==> src/rtl/core/mpwl_pkg.sv <==
// shared types and constants for the pixel window/level block
// used by mpwl_csr and medical_pixel_window_level_top; no dependencies
`default_nettype none

package mpwl_pkg;

   // fixed-point fraction bits of slope, intercept, gain and offset
   localparam int FRAC_BITS_DEFAULT = 16;

   // configuration port geometry
   localparam int CSR_INDEX_W = 4;
   localparam int CSR_DATA_W  = 32;

   // register indexes
   typedef enum logic [CSR_INDEX_W-1:0] {
      REG_RESCALE_SLOPE     = 4'd0,
      REG_RESCALE_INTERCEPT = 4'd1,
      REG_WINDOW_GAIN       = 4'd2,
      REG_WINDOW_OFFSET     = 4'd3,
      REG_LITTLE_ENDIAN     = 4'd4,
      REG_SIGNED_PIXELS     = 4'd5,
      REG_VALID_BITS        = 4'd6,
      REG_INVERT_OUTPUT     = 4'd7
   } reg_index_type;

   // reset values
   localparam logic [31:0] RESCALE_SLOPE_RST     = 32'd3932;
   localparam logic [31:0] RESCALE_INTERCEPT_RST = 32'd0;
   localparam logic [31:0] WINDOW_GAIN_RST       = 32'd256;
   localparam logic [23:0] WINDOW_OFFSET_RST     = 24'd8388608;
   localparam logic [4:0]  VALID_BITS_RST        = 5'd16;

   // sample limits
   localparam logic [15:0] GRAY_POS_MAX  = 16'h7fff;  // 32767
   localparam logic [15:0] GRAY_NEG_MOST = 16'h8000;  // -32768
   localparam logic [16:0] GRAY_NEG_MIN  = 17'h18001; // -32767
   localparam logic [4:0]  NARROW_BITS   = 5'd8;
   localparam logic [7:0]  GRAY_WHITE    = 8'hff;

   // configuration register set
   typedef struct packed {
      logic signed [31:0] rescale_slope;
      logic signed [31:0] rescale_intercept;
      logic [31:0]        window_gain;
      logic [23:0]        window_offset;
      logic               little_endian;
      logic               signed_pixels;
      logic [4:0]         valid_bits;
      logic               invert_output;
   } cfg_type;

endpackage

`default_nettype wire

==> src/rtl/core/mpwl_csr.sv <==
// configuration registers of the pixel window/level block
// depends on mpwl_pkg
`default_nettype none

module mpwl_csr (
   input  wire                                clock,
   input  wire                                reset,
   input  wire                                csr_valid,
   output logic                               csr_ready,
   input  wire  [mpwl_pkg::CSR_INDEX_W-1:0]   csr_index,
   input  wire  [mpwl_pkg::CSR_DATA_W-1:0]    csr_data,
   output mpwl_pkg::cfg_type                  cfg
);
   import mpwl_pkg::*;

   cfg_type cfg_ff;
   cfg_type cfg_in;

   // writes are always accepted
   assign csr_ready = 1'b1;

   // register write decode, unknown indexes ignored
   always_comb begin
      cfg_in = cfg_ff;
      if (csr_valid) begin
         case (csr_index)
            REG_RESCALE_SLOPE:     cfg_in.rescale_slope     = csr_data;
            REG_RESCALE_INTERCEPT: cfg_in.rescale_intercept = csr_data;
            REG_WINDOW_GAIN:       cfg_in.window_gain       = csr_data;
            REG_WINDOW_OFFSET:     cfg_in.window_offset     = csr_data[23:0];
            REG_LITTLE_ENDIAN:     cfg_in.little_endian     = csr_data[0];
            REG_SIGNED_PIXELS:     cfg_in.signed_pixels     = csr_data[0];
            REG_VALID_BITS:        cfg_in.valid_bits        = csr_data[4:0];
            REG_INVERT_OUTPUT:     cfg_in.invert_output     = csr_data[0];
            default:               cfg_in = cfg_ff;
         endcase
      end
   end

   // register file
   always_ff @(posedge clock) begin
      if (reset) begin
         cfg_ff.rescale_slope     <= RESCALE_SLOPE_RST;
         cfg_ff.rescale_intercept <= RESCALE_INTERCEPT_RST;
         cfg_ff.window_gain       <= WINDOW_GAIN_RST;
         cfg_ff.window_offset     <= WINDOW_OFFSET_RST;
         cfg_ff.little_endian     <= 1'b1;
         cfg_ff.signed_pixels     <= 1'b0;
         cfg_ff.valid_bits        <= VALID_BITS_RST;
         cfg_ff.invert_output     <= 1'b0;
      end else begin
         cfg_ff <= cfg_in;
      end
   end

   assign cfg = cfg_ff;

endmodule

`default_nettype wire

==> src/rtl/core/medical_pixel_window_level_top.sv <==
// Pixel window/level: maps two-byte grayscale samples to 8-bit display values.
//
// Channels: req_ takes one request per sample, req_tdata = {second_byte, first_byte}.
// rsp_ returns one display_gray per request, in order, in rsp_tdata[7:0].
// csr_ writes one configuration register per handshake; csr_ready is always high.
// Registers must be changed only while no request is in flight; the block does not enforce it.
// Throughput: one request per clock while rsp_tready allows, set by the six-stage pipeline
// (assemble, slope multiply, intercept add, truncate/saturate, gain multiply,
// window/clamp) with two 32-bit-class multipliers each in a stage of its own.
// Stalls: every stage holds its item while the next is full and not moving;
// bubbles close up, so requests keep being taken while a result waits on
// rsp_tready until all six stages hold an item.
// Reset: synchronous, empties the pipeline and loads the register defaults
// (slope 3932, intercept 0, gain 256, offset 128.0, little endian, unsigned,
// 16 valid bits, no inversion).
// Depends on mpwl_pkg and mpwl_csr.
`default_nettype none

module medical_pixel_window_level_top #(
   parameter int FRAC_BITS = mpwl_pkg::FRAC_BITS_DEFAULT
) (
   input  wire                               clock,
   input  wire                               reset,
   // request: [7:0] first_byte, [15:8] second_byte
   input  wire                               req_tvalid,
   output logic                              req_tready,
   input  wire  [15:0]                       req_tdata,
   // response: [7:0] display_gray
   output logic                              rsp_tvalid,
   input  wire                               rsp_tready,
   output logic [7:0]                        rsp_tdata,
   // configuration write
   input  wire                               csr_valid,
   output logic                              csr_ready,
   input  wire  [mpwl_pkg::CSR_INDEX_W-1:0]  csr_index,
   input  wire  [mpwl_pkg::CSR_DATA_W-1:0]   csr_data
);
   import mpwl_pkg::*;

   localparam int STAGES = 6;

   cfg_type cfg;

   mpwl_csr u_csr (
      .clock     (clock),
      .reset     (reset),
      .csr_valid (csr_valid),
      .csr_ready (csr_ready),
      .csr_index (csr_index),
      .csr_data  (csr_data),
      .cfg       (cfg)
   );

   // stage handshake: a stage loads when it is empty or its item moves on
   logic [STAGES-1:0] valid_ff;
   logic [STAGES-1:0] valid_in;
   logic [STAGES:0]   stage_ready;

   always_comb begin
      stage_ready[STAGES] = rsp_tready;
      for (int i = STAGES - 1; i >= 0; i--) begin
         stage_ready[i] = !valid_ff[i] || stage_ready[i+1];
      end
      for (int i = 0; i < STAGES; i++) begin
         if (stage_ready[i]) begin
            valid_in[i] = (i == 0) ? req_tvalid : valid_ff[(i == 0) ? 0 : i - 1];
         end else begin
            valid_in[i] = valid_ff[i];
         end
      end
   end

   always_ff @(posedge clock) begin
      if (reset) begin
         valid_ff <= '0;
      end else begin
         valid_ff <= valid_in;
      end
   end

   assign req_tready = stage_ready[0];

   // narrow passthrough byte, carried alongside the wide path
   logic [7:0] pass_ff [STAGES-1];
   logic [7:0] pass_in;
   logic       narrow_ff [STAGES-1];
   logic       narrow_in;

   // stage 1: assemble the 16-bit sample and clamp little-endian values
   logic [7:0]         first_byte;
   logic [7:0]         second_byte;
   logic [15:0]        sample;
   logic signed [16:0] gray_in;
   logic signed [16:0] gray_ff;

   assign first_byte  = req_tdata[7:0];
   assign second_byte = req_tdata[15:8];

   always_comb begin
      sample    = cfg.little_endian ? {second_byte, first_byte} : {first_byte, second_byte};
      narrow_in = (cfg.valid_bits <= NARROW_BITS);
      pass_in   = cfg.little_endian ? first_byte : second_byte;
      if (cfg.signed_pixels) begin
         gray_in = {sample[15], sample};
         if (cfg.little_endian && (sample == GRAY_NEG_MOST)) begin
            gray_in = GRAY_NEG_MIN;
         end
      end else begin
         gray_in = {1'b0, sample};
         if (cfg.little_endian && (sample > GRAY_POS_MAX)) begin
            gray_in = {1'b0, GRAY_POS_MAX};
         end
      end
   end

   // stage 2: multiply by the rescale slope
   logic signed [48:0] slope_prod_in;
   logic signed [48:0] slope_prod_ff;

   assign slope_prod_in = 49'(gray_ff) * 49'(cfg.rescale_slope);

   // stage 3: add the rescale intercept
   logic signed [49:0] rescale_sum_in;
   logic signed [49:0] rescale_sum_ff;

   assign rescale_sum_in = {slope_prod_ff[48], slope_prod_ff}
                         + {{18{cfg.rescale_intercept[31]}}, cfg.rescale_intercept};

   // stage 4: truncate toward zero, saturate magnitude to 32 bits
   logic [49:0] sum_abs;
   logic [49:0] sum_shift;
   logic [31:0] rescale_mag_in;
   logic [31:0] rescale_mag_ff;
   logic        rescale_neg_in;
   logic        rescale_neg_ff [2];

   always_comb begin
      sum_abs        = rescale_sum_ff[49] ? (~rescale_sum_ff + 50'd1) : rescale_sum_ff;
      sum_shift      = sum_abs >> FRAC_BITS;
      rescale_mag_in = (|sum_shift[49:32]) ? '1 : sum_shift[31:0];
      rescale_neg_in = rescale_sum_ff[49] && (sum_shift != '0);
   end

   // stage 5: multiply magnitude by the window gain
   logic [63:0] gain_prod_in;
   logic [63:0] gain_prod_ff;

   assign gain_prod_in = {32'd0, rescale_mag_ff} * {32'd0, cfg.window_gain};

   // stage 6: add or subtract the offset, clamp to 0..255 or take the narrow byte, optional invert
   logic [64:0] win_sum;
   logic [64:0] win_sum_shift;
   logic [23:0] win_diff;
   logic [23:0] win_diff_shift;
   logic [7:0]  gray_sel;
   logic [7:0]  display_in;
   logic [7:0]  display_ff;

   always_comb begin
      win_sum        = {1'b0, gain_prod_ff} + {41'd0, cfg.window_offset};
      win_sum_shift  = win_sum >> FRAC_BITS;
      win_diff       = cfg.window_offset - gain_prod_ff[23:0];
      win_diff_shift = win_diff >> FRAC_BITS;
      if (rescale_neg_ff[1]) begin
         if (gain_prod_ff >= {40'd0, cfg.window_offset}) begin
            gray_sel = 8'd0;
         end else if (win_diff_shift > 24'd255) begin
            gray_sel = GRAY_WHITE;
         end else begin
            gray_sel = win_diff_shift[7:0];
         end
      end else if (win_sum_shift > 65'd255) begin
         gray_sel = GRAY_WHITE;
      end else begin
         gray_sel = win_sum_shift[7:0];
      end
      if (narrow_ff[STAGES-2]) begin
         gray_sel = pass_ff[STAGES-2];
      end
      display_in = cfg.invert_output ? (GRAY_WHITE - gray_sel) : gray_sel;
   end

   // pipeline payload registers
   always_ff @(posedge clock) begin
      if (stage_ready[0]) begin
         gray_ff      <= gray_in;
         pass_ff[0]   <= pass_in;
         narrow_ff[0] <= narrow_in;
      end
      if (stage_ready[1]) begin
         slope_prod_ff <= slope_prod_in;
         pass_ff[1]    <= pass_ff[0];
         narrow_ff[1]  <= narrow_ff[0];
      end
      if (stage_ready[2]) begin
         rescale_sum_ff <= rescale_sum_in;
         pass_ff[2]     <= pass_ff[1];
         narrow_ff[2]   <= narrow_ff[1];
      end
      if (stage_ready[3]) begin
         rescale_mag_ff    <= rescale_mag_in;
         rescale_neg_ff[0] <= rescale_neg_in;
         pass_ff[3]        <= pass_ff[2];
         narrow_ff[3]      <= narrow_ff[2];
      end
      if (stage_ready[4]) begin
         gain_prod_ff      <= gain_prod_in;
         rescale_neg_ff[1] <= rescale_neg_ff[0];
         pass_ff[4]        <= pass_ff[3];
         narrow_ff[4]      <= narrow_ff[3];
      end
      if (stage_ready[5]) begin
         display_ff <= display_in;
      end
   end

   assign rsp_tvalid = valid_ff[STAGES-1];
   assign rsp_tdata  = display_ff;

`ifndef SYNTHESIS
   // an accepted request always lands in the first stage
   a_accept_enters: assert property (@(posedge clock) disable iff (reset)
      (req_tvalid && req_tready) |=> valid_ff[0])
      else $error("accepted request did not enter the pipeline");

   // a stalled output never drops items held in the pipeline
   a_stall_no_loss: assert property (@(posedge clock) disable iff (reset)
      (rsp_tvalid && !rsp_tready)
         |=> ($countones(valid_ff) >= $past($countones(valid_ff))))
      else $error("pipeline lost an item while the response was stalled");

   // a full pipeline with a stalled output takes no new request
   a_full_backpressure: assert property (@(posedge clock) disable iff (reset)
      ((&valid_ff) && !rsp_tready) |-> !req_tready)
      else $error("request taken while the pipeline was full and stalled");

   // a stalled last stage keeps its result
   a_stall_holds: assert property (@(posedge clock) disable iff (reset)
      (rsp_tvalid && !rsp_tready) |=> (rsp_tvalid && (rsp_tdata == $past(rsp_tdata))))
      else $error("stalled response changed");
`endif

endmodule

`default_nettype wire

==> config.mk <==
export PLATFORM = sky130hd
export DESIGN_NAME = medical_pixel_window_level_top
export DESIGN_NICKNAME = d
export VERILOG_FILES = /design/src/rtl/core/mpwl_pkg.sv /design/src/rtl/core/mpwl_csr.sv /design/src/rtl/core/medical_pixel_window_level_top.sv
export SDC_FILE = /design/constraint.sdc
export NUM_CORES = 2
export LEC_CHECK = 0
export BUFFER_PORTS_ARGS = -buffer_cell sky130_fd_sc_hd__buf_2
export CORE_UTILIZATION = 50
export CTS_CLUSTER_DIAMETER = 80
export DETAILED_ROUTE_END_ITERATION = 10
export PLACE_DENSITY = 0.65
export SYNTH_ARGS = -nofsm -noshare
export SYNTH_HDL_FRONTEND = slang
export SYNTH_HIERARCHICAL = 1
export SYNTH_SLANG_ARGS = --single-unit
export TNS_END_PERCENT = 10
==> constraint.sdc <==
create_clock -name clock -period 17.35 [get_ports clock]
set_input_delay 2.6025 -clock clock [delete_from_list [all_inputs] [get_ports clock]]
set_output_delay 2.6025 -clock clock [all_outputs]
set_load 0.005 [all_outputs]
==> metrics <==
Detailed Routing Iterations Pass 1 5; global-route usage over all layers 26.2%; Startpoint Class flip-flop; # H-tree levels 2; met2 usage 43.2%; Top Ports 68; Slew Limit Headroom 16.1%; Peak VDD IR 0.175 mV; Clock Latency Late Sink 0.63 ns; max_cap viols 0; HP Class flip-flop to flip-flop; M1 GR Usage 36.4%; hold_buf cts 0; Setup Buffers After CTS 0; #FFs+latches synth 401; clock sink count 401; asr flop ratio synth 0%; Core ar. 0.142 sq mm; Post-Place Cell Area 0.0737 sq mm; vias in the first global route 54018; DIE HEIGHT 380 microns; warnings from Yosys 6; GR Overflow Total 0; initial core utilization 50.5%; crit end category flip-flop; final setup fails 0; die area 0.145 sq mm; synth-to-layout area growth 5.44%; Detail Route Antenna Nets 0; FF/Latch Area 0.0107 sq mm; DRC viols 0; Num CTS Buffers 49; global-route wire length before repair 300000 microns; area taken by multi-input logic gates 0.0542 sq mm; Via Count 50141; Final Slew Violations 0; GR Layer Usage met3 3.97%; initial antenna violation count 2; Mapped Area 0.0716 sq mm; per-cell routed wire length 19.9 microns; Root Driver clkbuf_16; Most Crowded Layer GR met2; CP Max Fanout 32; Unique masters post-synth 79; final hold viol count 0; critical path data arrival time 9.79 ns; WS Path Type flip-flop to flip-flop; IO buf count 66; Worst-Margin Slew 1.26 ns; EDFF count, synth 267; hpwl dp 143000 microns; Post-Route WL 183000 microns; syn nets 9416; CTS tree built; Syn Area/Cell 9.62 sq um; dpl ws 7.92 ns; GP Congestion 0.908; Gate Count Post-Synth 7443; Seq/Total Area, Yosys 14.9%; Final min period 9.44 ns; FP Rows 138; DR iter-0 viols 3228; Fmax achieved 106 MHz; Final WS setup 7.91 ns; largest net degree at the start of global routing 92; Final Net Count 9278; primary flip-flop cell chosen by synthesis mapping edfxtp_1; layout cells sized above 1 4.23%; final setup TNS 0 ns; fill count 12738; Required @ worst endpoint 17.70 ns; CTS resizes 0; post-route cell area 0.0755 sq mm; leakage 36.5 nW; pwr dens 99.2 mW/mm^2; clk buf depth 3; Hold Slack 0.418 ns; RSZ-0062 raised after global routing no; Die Width 380 microns; Avg Vias per Cell 5.43; Setup Skew 0.0618 ns; clock-pin slew on the worst setup and hold paths 0.06 ns; Final period util 54.4%; antenna cells 0; status completed
[synth_stat cells (16+ instances only)]
cell	count	area share, %
o21ai_0	100	0.70
nor2b_1	30	0.26
inv_1	1418	7.4
nor3_1	30	0.21
xor2_1	85	1.0
nand4_1	43	0.38
dfxtp_1	134	3.7
a31oi_1	17	0.15
mux2i_1	143	2.0
and2_1	796	7.0
o21a_1	17	0.18
a211oi_1	20	0.21
nand3_1	59	0.41
xnor2_1	129	1.6
fa_1	1418	40
a21o_1	109	1.1
and3_1	31	0.27
nand2b_1	212	1.9
nor2_1	147	0.77
o21bai_1	35	0.37
edfxtp_1	267	11
o211ai_1	16	0.17
clkbuf_1	345	1.8
a21oi_1	185	1.3
nand2_1	930	4.9
ha_1	498	8.7
nor4_1	20	0.17
[flip-flops by register name (all words and copies together), names as in the netlist]
signal	cells
gain_prod_ff	64
gray_ff	17
narrow_ff	5
pass_ff	40
rescale_mag_ff	32
rescale_neg_ff	2
rescale_sum_ff	50
rsp_tdata	8
slope_prod_ff	49
u_csr/cfg	128
valid_ff	6
[worst max-delay path: stages (launching register included)]
cell and delay, ns:
edfxtp_1 1.18, and2_1 0.28, fa_1 0.43, fa_1 0.49, fa_1 0.51, inv_1 0.05
fa_1 0.48, inv_1 0.06, fa_1 0.51, inv_1 0.06, fa_1 0.53, inv_1 0.05
fa_1 0.49, fa_1 0.42, ha_1 0.37, nand2_1 0.11, nor2_1 0.10, o21ai_0 0.08
a311oi_1 0.55, a41oi_1 0.48, o21bai_1 0.44, a211oi_1 0.14, o31a_1 0.30, o31a_1 0.34
o31ai_1 0.38, a221oi_1 0.17, xnor2_1 0.15
[final timing paths]
path,start,depth (start not counted),endpoint,slack [ns]
max,rescale_mag_ff[13]$_SDFFCE_PN1P_,26,gain_prod_ff[63]$_DFFE_PP_,7.91
min,pass_ff[0][23]$_DFFE_PP_,0,pass_ff[0][31]$_DFFE_PP_,0.42
max reg2reg,rescale_mag_ff[13]$_SDFFCE_PN1P_,26,gain_prod_ff[63]$_DFFE_PP_,7.91
min reg2reg,pass_ff[0][23]$_DFFE_PP_,0,pass_ff[0][31]$_DFFE_PP_,0.42
[layer usage]
layer | wire (microns) | part of all wire (%)
met1 | 79800 | 43
met2 | 86700 | 47
met3 | 12700 | 6.9
met4 | 4250 | 2.3
met5 | 13 | 0.0071
[placed cells by master (no fill, tap or decap), drive strengths merged, types with 31 or more instances in the layout]
master / Yosys / final
xnor2: 129 / 129
ha: 498 / 498
o21ai: 101 / 101
inv: 1418 / 1422
and3: 31 / 31
o21bai: 35 / 35
xor2: 85 / 85
mux2i: 143 / 143
a21o: 109 / 109
fa: 1418 / 1418
and2: 796 / 796
nor2: 147 / 147
nand3: 60 / 60
dfxtp: 134 / 134
a21oi: 185 / 185
edfxtp: 267 / 267
nand2b: 212 / 212
buf: 19 / 175
nand2: 930 / 930
nand4: 43 / 43
clkbuf: 345 / 57
[where the power goes]
group          switching (W)  internal (W)
Combinational        0.00287       0.00182
Clock               0.000454      0.000645
Sequential          0.000289       0.00141
[metrics by stage]
step	std cells	utilization (%)	total power (W)
finish	9236	53.2	0.00749
global placement	9143	52.0	0.00625
CTS	9235	53.2	0.00747
detailed placement	9143	52.0	0.00632
global route	9236	53.2	0.00808
floorplan	7443	-	0.00484
[logic make-up (layout without fill, tap and decap cells)]
group / Yosys count / in the layout / share of synthesized area (%)
XOR/XNOR: 214 / 214 / 2.62
AND/OR/NAND/NOR: 2365 / 2365 / 17.0
adder cells (fa/ha/maj): 1916 / 1916 / 48.4
multiplexers: 148 / 148 / 2.08
buffers and inverters: 1782 / 1685 / 9.42
flip-flops: 401 / 401 / 14.9
AO/OA/AOI/OAI: 616 / 616 / 5.62
other: 1 / 1 / 0.00524
[cell type report]
cell class / count / area share [%]
Timing Repair Buffer: 175 / 1.55
Multi-Input combinational cell: 5260 / 71.8
Clock inverter: 35 / 0.577
Clock buffer: 57 / 1.74
Inverter: 1418 / 7.05
Tap cell: 1890 / 3.13
Sequential cell: 401 / 14.2
Power figures use the tool's default switching activity.
